[config.mk]
export PLATFORM = sky130hd
export DESIGN_NAME = cubic_bezier_flattener_unit_flat
export DESIGN_NICKNAME = d
export VERILOG_FILES = /design/src/hw/rtl/cbf_pkg.sv /design/src/hw/rtl/cbf_curve_if.sv /design/src/hw/rtl/cbf_point_if.sv /design/src/hw/rtl/cubic_bezier_flattener_unit.sv /design/src/flat_wrapper.sv
export SDC_FILE = /design/constraint.sdc
export NUM_CORES = 2
export LEC_CHECK = 0
export BUFFER_PORTS_ARGS = -buffer_cell sky130_fd_sc_hd__buf_2
export CAP_MARGIN = 20
export CELL_PAD_IN_SITES_DETAIL_PLACEMENT = 1
export CELL_PAD_IN_SITES_GLOBAL_PLACEMENT = 2
export CORE_MARGIN = 4
export CORE_UTILIZATION = 38
export DETAILED_ROUTE_END_ITERATION = 10
export PLACE_DENSITY_LB_ADDON = 0.2
export SETUP_SLACK_MARGIN = 0.5
export SKIP_LAST_GASP = 1
export SYNTH_ARGS = -nofsm -noshare
export SYNTH_HDL_FRONTEND = slang
export SYNTH_SLANG_ARGS = --single-unit
[constraint.sdc]
create_clock -name i_clk -period 9.5 [get_ports i_clk]
set_clock_uncertainty 0.05 [all_clocks]
set_input_delay 1.425 -clock i_clk [delete_from_list [all_inputs] [get_ports i_clk]]
set_output_delay 1.425 -clock i_clk [all_outputs]
set_load 0.02 [all_outputs]
[src/hw/rtl/cbf_pkg.sv]
package cbf_pkg;

    localparam int COORD_W      = 32;
    localparam int SPC_W        = 7;
    localparam int IDX_W        = 6;
    localparam int T_FRAC_BITS  = 16;
    localparam int T_W          = T_FRAC_BITS + 1;
    localparam int MAX_SAMPLES  = 64;
    localparam int SPC_RESET    = 10;
    localparam int PROD_W       = COORD_W + 1 + T_W + 1;

    typedef logic signed [COORD_W-1:0] t_coord;

    typedef struct packed {
        t_coord start_x;
        t_coord start_y;
        t_coord ctrl1_x;
        t_coord ctrl1_y;
        t_coord ctrl2_x;
        t_coord ctrl2_y;
        t_coord end_x;
        t_coord end_y;
    } t_curve;

    typedef struct packed {
        t_coord             point_x;
        t_coord             point_y;
        logic [IDX_W-1:0]   sample_number;
        logic               last_point;
    } t_point;

endpackage

[src/hw/rtl/cbf_curve_if.sv]
interface cbf_curve_if;
    import cbf_pkg::*;

    logic   valid;
    logic   ready;
    t_curve payload;

    modport source (output valid, output payload, input ready);
    modport sink (input valid, input payload, output ready);
endinterface

[src/hw/rtl/cbf_point_if.sv]
interface cbf_point_if;
    import cbf_pkg::*;

    logic   valid;
    logic   ready;
    t_point payload;

    modport source (output valid, output payload, input ready);
    modport sink (input valid, input payload, output ready);
endinterface

[src/hw/rtl/cubic_bezier_flattener_unit.sv]
// cubic bezier flattener
// i_curve (valid/ready) carries one curve per transaction: start, two control
// points and end, signed Q16.16. o_point (valid/ready) returns N points per
// curve at t = (i+1)/N, sample i = 0 .. N-1, with last_point set on the final
// one, which equals the end point. N is written through i_cfg_we/i_cfg_wdata;
// the user is to write it only while the block is idle, and the block itself
// does not enforce this. 0 is taken as 1 and values above 64 as 64. One
// shared lerp unit (33x18 multiply, then add) does all twelve interpolations
// of a sample. Per curve: the block takes the transaction, the restoring
// division 65536/N gives the t step, then each point runs a t update, the
// lerps and the output load. i_curve.ready is high only while no curve is in
// work. The result sits in an output register, so the next point is computed
// while the previous waits; a stall on o_point holds the sequencer at the
// output load until the register frees.
// Reset (synchronous, active low) sets N to 10, returns the sequencer to
// idle and drops o_point.valid.
module cubic_bezier_flattener_unit (
    input  logic                     i_clk,
    input  logic                     i_rst_n,
    cbf_curve_if.sink                i_curve,
    cbf_point_if.source              o_point,
    input  logic                     i_cfg_we,
    input  logic [cbf_pkg::SPC_W-1:0] i_cfg_wdata
);
    import cbf_pkg::*;

    localparam logic [2:0] S_IDLE  = 3'd0;
    localparam logic [2:0] S_DIV   = 3'd1;
    localparam logic [2:0] S_TSTEP = 3'd2;
    localparam logic [2:0] S_MUL   = 3'd3;
    localparam logic [2:0] S_ADD   = 3'd4;
    localparam logic [2:0] S_EMIT  = 3'd5;

    localparam logic [2:0] L_A01  = 3'd0;
    localparam logic [2:0] L_A12  = 3'd1;
    localparam logic [2:0] L_A23  = 3'd2;
    localparam logic [2:0] L_B012 = 3'd3;
    localparam logic [2:0] L_B123 = 3'd4;
    localparam logic [2:0] L_C    = 3'd5;

    localparam logic [4:0] DIV_TOP = 5'(T_FRAC_BITS);

    logic [2:0]             r_state, n_state;
    logic [SPC_W-1:0]       r_spc;
    logic [SPC_W-1:0]       r_n, n_n;
    t_curve                 r_curve;
    logic [4:0]             r_cnt, n_cnt;
    logic [SPC_W-1:0]       r_drem, n_drem;
    logic [T_W-1:0]         r_q, n_q;
    logic [SPC_W-1:0]       r_acc, n_acc;
    logic [T_W-1:0]         r_t, n_t;
    logic [IDX_W-1:0]       r_idx, n_idx;
    logic [2:0]             r_step, n_step;
    logic                   r_coord, n_coord;
    t_coord                 r_w0, r_w1, r_w2, n_w0, n_w1, n_w2;
    t_coord                 r_res_x, n_res_x;
    logic signed [PROD_W-1:0] r_prod, n_prod;
    logic                   r_out_valid, n_out_valid;
    t_point                 r_out, n_out;
    // result payload waits in a holding copy during emit
    t_point                 r_hold;

    t_coord                 v0, v1, v2, v3, op_a, op_b, lerp_res;
    logic signed [COORD_W:0] diff;
    logic [SPC_W:0]         rem_sh, acc_sum;
    logic                   div_ge, acc_carry, is_last;
    logic [SPC_W-1:0]       n_clamped;

    assign i_curve.ready   = (r_state == S_IDLE);
    assign o_point.valid   = r_out_valid;
    assign o_point.payload = r_out;

    always_comb begin
        priority if (r_spc == '0) begin
            n_clamped = SPC_W'(1);
        end else if (r_spc > SPC_W'(MAX_SAMPLES)) begin
            n_clamped = SPC_W'(MAX_SAMPLES);
        end else begin
            n_clamped = r_spc;
        end
    end

    always_comb begin
        v0 = r_coord ? r_curve.start_y : r_curve.start_x;
        v1 = r_coord ? r_curve.ctrl1_y : r_curve.ctrl1_x;
        v2 = r_coord ? r_curve.ctrl2_y : r_curve.ctrl2_x;
        v3 = r_coord ? r_curve.end_y   : r_curve.end_x;
        unique case (r_step)
            L_A01:   begin op_a = v0;   op_b = v1;   end
            L_A12:   begin op_a = v1;   op_b = v2;   end
            L_A23:   begin op_a = v2;   op_b = v3;   end
            L_B012:  begin op_a = r_w0; op_b = r_w1; end
            L_B123:  begin op_a = r_w1; op_b = r_w2; end
            default: begin op_a = r_w0; op_b = r_w1; end
        endcase
    end

    // shared lerp unit: multiply, register, then floor-shift and add
    assign diff     = $signed({op_b[COORD_W-1], op_b}) - $signed({op_a[COORD_W-1], op_a});
    assign lerp_res = op_a + COORD_W'(r_prod >>> T_FRAC_BITS);

    // restoring division 65536 / n, one quotient bit per cycle
    assign rem_sh = {r_drem, (r_cnt == DIV_TOP)};
    assign div_ge = rem_sh >= {1'b0, r_n};

    assign acc_sum   = {1'b0, r_acc} + {1'b0, r_drem};
    assign acc_carry = acc_sum >= {1'b0, r_n};
    assign is_last   = ({1'b0, r_idx} + SPC_W'(1)) == r_n;

    always_comb begin
        n_state     = r_state;
        n_n         = r_n;
        n_cnt       = r_cnt;
        n_drem      = r_drem;
        n_q         = r_q;
        n_acc       = r_acc;
        n_t         = r_t;
        n_idx       = r_idx;
        n_step      = r_step;
        n_coord     = r_coord;
        n_w0        = r_w0;
        n_w1        = r_w1;
        n_w2        = r_w2;
        n_res_x     = r_res_x;
        n_prod      = r_prod;
        n_out       = r_out;
        n_out_valid = r_out_valid;

        if (r_out_valid && o_point.ready) begin
            n_out_valid = 1'b0;
        end

        unique case (r_state)
            S_IDLE: begin
                if (i_curve.valid) begin
                    n_n     = n_clamped;
                    n_cnt   = DIV_TOP;
                    n_drem  = '0;
                    n_q     = '0;
                    n_acc   = '0;
                    n_t     = '0;
                    n_idx   = '0;
                    n_state = S_DIV;
                end
            end
            S_DIV: begin
                n_drem = div_ge ? SPC_W'(rem_sh - {1'b0, r_n}) : SPC_W'(rem_sh);
                n_q    = {r_q[T_W-2:0], div_ge};
                n_cnt  = r_cnt - 5'd1;
                if (r_cnt == '0) begin
                    n_state = S_TSTEP;
                end
            end
            S_TSTEP: begin
                n_t     = r_t + r_q + T_W'(acc_carry);
                n_acc   = acc_carry ? SPC_W'(acc_sum - {1'b0, r_n}) : SPC_W'(acc_sum);
                n_step  = L_A01;
                n_coord = 1'b0;
                n_state = S_MUL;
            end
            S_MUL: begin
                n_prod  = diff * $signed({1'b0, r_t});
                n_state = S_ADD;
            end
            S_ADD: begin
                n_state = S_MUL;
                n_step  = r_step + 3'd1;
                unique case (r_step)
                    L_A01, L_B012: n_w0 = lerp_res;
                    L_A12, L_B123: n_w1 = lerp_res;
                    L_A23:         n_w2 = lerp_res;
                    default: begin
                        n_step = L_A01;
                        if (!r_coord) begin
                            n_res_x = lerp_res;
                            n_coord = 1'b1;
                        end else begin
                            n_out.point_x       = r_res_x;
                            n_out.point_y       = lerp_res;
                            n_out.sample_number = r_idx;
                            n_out.last_point    = is_last;
                            n_state             = S_EMIT;
                        end
                    end
                endcase
            end
            S_EMIT: begin
                if (!r_out_valid || o_point.ready) begin
                    n_out_valid = 1'b1;
                    n_idx       = r_idx + IDX_W'(1);
                    n_state     = r_hold.last_point ? S_IDLE : S_TSTEP;
                end
            end
            default: begin
                n_state = S_IDLE;
            end
        endcase
    end

    always_ff @(posedge i_clk) begin
        if (!i_rst_n) begin
            r_state     <= S_IDLE;
            r_spc       <= SPC_W'(SPC_RESET);
            r_out_valid <= 1'b0;
        end else begin
            r_state     <= n_state;
            r_out_valid <= n_out_valid;
            if (i_cfg_we) begin
                r_spc <= i_cfg_wdata;
            end
        end
    end

    always_ff @(posedge i_clk) begin
        if (r_state == S_IDLE && i_curve.valid) begin
            r_curve <= i_curve.payload;
        end
        r_n     <= n_n;
        r_cnt   <= n_cnt;
        r_drem  <= n_drem;
        r_q     <= n_q;
        r_acc   <= n_acc;
        r_t     <= n_t;
        r_idx   <= n_idx;
        r_step  <= n_step;
        r_coord <= n_coord;
        r_w0    <= n_w0;
        r_w1    <= n_w1;
        r_w2    <= n_w2;
        r_res_x <= n_res_x;
        r_prod  <= n_prod;
        if (r_state == S_ADD) begin
            r_hold <= n_out;
        end
        if (r_state == S_EMIT && (!r_out_valid || o_point.ready)) begin
            r_out <= r_hold;
        end
    end

endmodule
[src/flat_wrapper.sv]
// flat-port wrapper written by rule: the top's interface ports become plain ports
module cubic_bezier_flattener_unit_flat import cbf_pkg::*;
  (i_clk, i_rst_n, i_cfg_we, i_cfg_wdata, i_curve_valid, i_curve_payload, i_curve_ready, o_point_valid, o_point_payload, o_point_ready);
  cbf_curve_if i_curve_i ();
  cbf_point_if o_point_i ();
  input  logic i_clk;
  input  logic i_rst_n;
  input  logic i_cfg_we;
  input  logic [cbf_pkg::SPC_W-1:0] i_cfg_wdata;
  input wire logic [$bits(i_curve_i.valid)-1:0] i_curve_valid;
  input wire logic [$bits(i_curve_i.payload)-1:0] i_curve_payload;
  output wire logic [$bits(i_curve_i.ready)-1:0] i_curve_ready;
  output wire logic [$bits(o_point_i.valid)-1:0] o_point_valid;
  output wire logic [$bits(o_point_i.payload)-1:0] o_point_payload;
  input wire logic [$bits(o_point_i.ready)-1:0] o_point_ready;
  assign i_curve_i.valid = i_curve_valid;
  assign i_curve_i.payload = i_curve_payload;
  assign i_curve_ready = i_curve_i.ready;
  assign o_point_valid = o_point_i.valid;
  assign o_point_payload = o_point_i.payload;
  assign o_point_i.ready = o_point_ready;
  cubic_bezier_flattener_unit u_core (.i_clk(i_clk), .i_rst_n(i_rst_n), .i_curve(i_curve_i), .o_point(o_point_i), .i_cfg_we(i_cfg_we), .i_cfg_wdata(i_cfg_wdata));
endmodule
Yosys cells after proc, flatten, opt, wreduce, memory -nomap -nowiden:

Cells that the tools add are included.

* output and inout bits: 73
* bits in registers: 655
* input bits: 268

* bitwise gates (word level): 2
* $add $sub $neg: 11
* reduce and logical (&&, ||, !) cells: 27
* magnitude comparators: 3
* $mul: 1
* multiplexer cells: 36
* eq/ne operators: 15

Operators with widths (number)
* $pmux 32 s4: 2
* $mux 71: 2
* $mux 32: 4
* $pmux 17 s2: 2
* $mul 33x18->48: 1
* $sub 32x32->33: 1
* $add 32x32->32: 1
* $mux 7: 4
* $pmux 7 s2: 2
* $mux 3: 6
* $pmux 3 s6: 1
* $add 17x1->17: 1
* $add 17x17->17: 1
* $mux 17: 1
* $ge 8x7->1: 2
* $reduce_and 2->1: 7
* $sub 7x7->7: 2
* $eq 3x2->1 const B: 4
* $mux 6: 2
* $pmux 6 s2: 1
* $pmux 5 s2: 1
* $eq 3x3->1 const B: 3
* $reduce_and 3->1: 3
* $add 7x7->8: 1
* 25 further kinds: 40

Longest topological paths before layout:

* word-level depth: 5
* gate-level depth with buffers: 47
* depth with buffers taken out: 43

Worst setup path after synthesis:

OpenSTA, ideal clock, no wires.

* kind: register to register
* start: reg u_core.r_coord
* end: reg u_core.r_prod[47] (data pin)
* period minus slack after synthesis: 9.727 ns
* data arrival time: 9.410 ns
* library setup time: 0.268 ns
* path slack: -0.227 ns
* stages on the path, launching flop included: 40
* path through: edfxtp_1 clkbuf_1 clkbuf_1 buf_1 buf_1 mux2i_1 o22ai_1 a21oi_1 o21ai_0 ha_1 nor2b_1 o31a_1 o211ai_1 a31oi_1 o21ai_1 o21ai_1 o21a_1 nor2_1 [4 not listed] fa_1 fa_1 inv_1 fa_1 fa_1 inv_1 fa_1 inv_1 ha_1 o21a_1 o21a_1 o21ai_0 or3_1 o21bai_1 nand3_1 a21oi_1 nor2_1 xnor3_1

* word-level cells in the longest chain between the ends: 4
* elaborated cells on any way between the ends: 8

Ends and longest elaborated chain
* start, declared: RTL line cubic_bezier_flattener_unit.sv:54 `logic r_coord, n_coord;`
* start signal, assigned: RTL line cubic_bezier_flattener_unit.sv:226 `r_coord <= n_coord;`
* $mux 32, on equally long branches
* $pmux 32 s4: RTL line cubic_bezier_flattener_unit.sv:88 `unique case (r_step)`
* $sub 32x32->33 *: RTL line cubic_bezier_flattener_unit.sv:99 `assign diff = $signed({op_b[COORD_W-1], op_b}) - $signed({op_a[COORD_W-1], op_a});`
* $mul 33x18->48 *: RTL line cubic_bezier_flattener_unit.sv:162 `n_prod = diff * $signed({1'b0, r_t});`
* end signal, assigned: RTL line cubic_bezier_flattener_unit.sv:231 `r_prod <= n_prod;`
* end, declared: RTL line cubic_bezier_flattener_unit.sv:57 `logic signed [PROD_W-1:0] r_prod, n_prod;`

Every way passes the cells marked *; elsewhere a longest branch is shown, timed or not.
A chain may end at the register's enable or synchronous reset.

Worst setup path after layout:

* start: reg u_core.r_step[1]
* end: reg u_core.r_prod[42] (data pin)

* word-level cells in the longest chain between the ends: 4
* elaborated cells on any way between the ends: 8

Ends and longest elaborated chain
* start, declared: RTL line cubic_bezier_flattener_unit.sv:53 `logic [2:0] r_step, n_step;`
* start signal, assigned: RTL line cubic_bezier_flattener_unit.sv:225 `r_step <= n_step;`
* $eq 3x3->1, or another cell as far along: RTL line cubic_bezier_flattener_unit.sv:88
* $pmux 32 s4: RTL line cubic_bezier_flattener_unit.sv:88
* $sub 32x32->33 *: RTL line cubic_bezier_flattener_unit.sv:99
* $mul 33x18->48 *: RTL line cubic_bezier_flattener_unit.sv:162

Marked as above.

==> key figures <==
Placement
  • Placement Cell Area: 0.0539 mm²
  • Port bufs: 340
  • GPL Wtd Cong: 0.828
  • DP Cell Count: 6,316
  • Post-DP HPWL: 111,000 µm

Timing
  • Max frequency: 107 MHz
  • Pins Over Slew Limit: 0
  • Slew @ Worst Pin: 1.15 ns
  • Worst hold slack: 0.365 ns
  • Fin. Hold Viols: 0
  • Final setup viols: 0
  • Period utilization: 0.988
  • Slew HR: 0.235
  • TNS Setup: 0 ns
  • Unrepaired setup endpoints after global routing: yes
  • Minimum clock period: 9.39 ns

Drt
  • Wire length per cell: 22.2 µm
  • DRT Wirelength: 145,000 µm
  • DR DRC count: 0
  • Initial drt markers: 2,003
  • Drt first pass iters: 6
  • ANT nets after route: 0
  • Vias per std cell: 5.02
  • Vias: 32,733

Floorplan
  • Core Rows: 129
  • IO Count: 341
  • Die width: 360 µm
  • Die Y: 360 µm
  • Initial core utilization: 0.382
  • Core area: 0.123 mm²
  • Die Area: 0.130 mm²

Global route
  • Antenna violations before repair: 7
  • Number of global-route vias before repair: 35,618
  • First-pass GRT wire length: 221,000 µm
  • Overflow after GRT: 0
  • Largest net degree at the start of global routing: 161
  • Overall Global Routing Usage: 0.221

Logic synthesis
  • Avg Synthesized Cell Area: 11.5 µm²
  • Mapped Nets: 5,110
  • Register area share after synthesis: 0.404
  • Gate Count Post-Synth: 4,105
  • Synthesized area: 0.0472 mm²
  • Top-count cell post-synth: inv_1
  • Syn. warnings: 0
  • Unique masters post-synth: 73
  • Top_reg_cell synth: edfxtp_1
  • Yosys top cell by area: edfxtp_1
  • Share of the synthesized area in the top cell type: 0.400
  • Post-synthesis async set-or-reset flop share: 0
  • EDFF count, synth: 628
  • #FFs+latches synth: 639
  • Area contributors post-synth: edfxtp_1 40%, fa_1 22%, ha_1 5.7%
  • Commonest cells in the synthesized netlist: 684 x inv_1, 628 x edfxtp_1, 521 x fa_1

Worst setup path
  • WP data arrival: 9.75 ns
  • Critical path type: flop to flop
  • Critical Path Start Type: flop
  • Slowest cell delay on critical path: 0.54 ns
  • Family with the most delay on the worst path: adder cells
  • Worst r2r path cells: 41
  • Setup crit end: u_core.r_prod[42]
  • Crit path buf inv count: 13
  • Worst path depth: 41
  • Most frequent CP cell: fa_1
  • CP Launch Point: u_core.r_step[1]
  • Critical Path Fanout Max: 6
  • Worst R2R Start: u_core.r_step[1]
  • Reg2Reg Setup Slack: 0.11 ns
  • Crit end category: flop
  • Reg2reg end: u_core.r_prod[42]
  • CP Data Required Time: 9.86 ns
  • Slowest CP cell: fa_1

Clock tree
  • Clk Latency, worst-skew pair: 0.67 ns
  • CTS Buf Count: 75
  • Longest Clk Path Bufs: 3
  • # hold bufs at CTS: 0
  • TritonCTS clock tree: yes
  • Clk sinks: 639
  • Clock transition at path regs: 0.06 ns
  • CTS Root Cell: clkbuf_16
  • H-tree levels: 3

Flow run
  • MaxCap Viol Count: 0

Finish
  • Final Net Count: 5,824
  • Layout cells sized above 1: 0.261
  • Non-filler cells, final: 6,518
  • Fillers: 13,187
  • Area Overhead vs Synth: 23.6%
  • Design area: 0.0583 mm²

Hold path
  • HP Class: flop to flop

Status
  • Status: finished clean
==> through the flow <==
stage | setup slack [ns] | utilization
after detailed placement | -0.632 | 0.436
after global placement | -0.430 | 0.436
after floorplan | 0.508 | -
after CTS | 0.0730 | 0.463
final | 0.111 | 0.472
after global routing | -0.230 | 0.472
==> sequential cells by signal, indices dropped and copies added, names as in the netlist, 17 cells and up <==
name	count
u_core.r_curve	256
u_core.o_point.payload	71
u_core.r_hold	71
u_core.r_prod	32
u_core.r_res_x	32
u_core.r_w0	32
u_core.r_w1	32
u_core.r_w2	32
u_core.r_q	17
u_core.r_t	17
==> layout make-up <==
| class | count | area, µm² | share of cell area |
|---|---|---|---|
| clock inverter | 44 | 370 | 0.00635 |
| clock buffer | 90 | 1960 | 0.0337 |
| inverter | 684 | 2580 | 0.0443 |
| sequential | 639 | 19100 | 0.327 |
| antenna | 5 | 12.5 | 0.000215 |
| tap | 1637 | 2050 | 0.0351 |
| multi-input combinational | 2613 | 26400 | 0.452 |
| timing repair buffer | 806 | 5900 | 0.101 |
==> cells in the final DEF, fill, tap and decap left out, types with 73 or more instances in the layout <==
master,Yosys,layout
buf_2,5,340
mux2_2,98,89
nand2_1,424,415
clkbuf_16,0,79
buf_4,0,394
ha_1,216,184
inv_1,684,655
fa_1,521,496
edfxtp_1,628,628
a21oi_1,144,109
o21ai_0,101,73
mux2i_1,137,117
and2_1,279,269
xnor2_1,92,86
nor2_1,121,108
==> metal layers <==
metal | track usage | wire length [µm] | vias to the layer above
met5 | 0 | 23 | -
li1 | - | - | 14976
met3 | 0.0346 | 6740 | 133
met1 | 0.310 | 66400 | 16934
met2 | 0.366 | 69000 | 686
met4 | 0.0440 | 2690 | 4
==> worst min path at each step <==
stage | from | endpoint | cells past startpoint
floorplan | u_core.r_hold[10] | u_core.o_point.payload[10] | 0
global placement | u_core.r_hold[66] | u_core.o_point.payload[66] | 0
detailed placement | u_core.r_hold[36] | u_core.o_point.payload[36] | 0
CTS | u_core.r_hold[1] | u_core.o_point.payload[1] | 0
global route | u_core.r_hold[15] | u_core.o_point.payload[15] | 0
finish | u_core.r_hold[54] | u_core.o_point.payload[54] | 0
==> timing repair <==
| action | in CTS | in global routing |
|---|---|---|
| setup buffers | 30 | 24 |
| pin swaps | 107 | 107 |
| gates cloned | 4 | 3 |
| gates resized for setup | 156 | 193 |
| setup endpoints to repair | 28 | 30 |
| endpoints found under the hold margin | 0 | 0 |
==> logic make-up (layout without fill, tap and decap cells) <==
group | Yosys count | in the layout | share of synthesized area
and+or+nand+nor | 997 | 997 | 0.103
buffers and inverters | 854 | 1624 | 0.0681
adders and majority gates | 737 | 737 | 0.278
DFF | 639 | 639 | 0.404
AOI/OAI and AO/OA | 508 | 509 | 0.0689
muxes | 236 | 236 | 0.0527
xor gates and xnor gates | 134 | 134 | 0.0253
other | 0 | 5 | 0
Power is left out: the tool's default activity adds up to more than one toggle a clock period on the data nets, which glitch-free logic cannot reach.
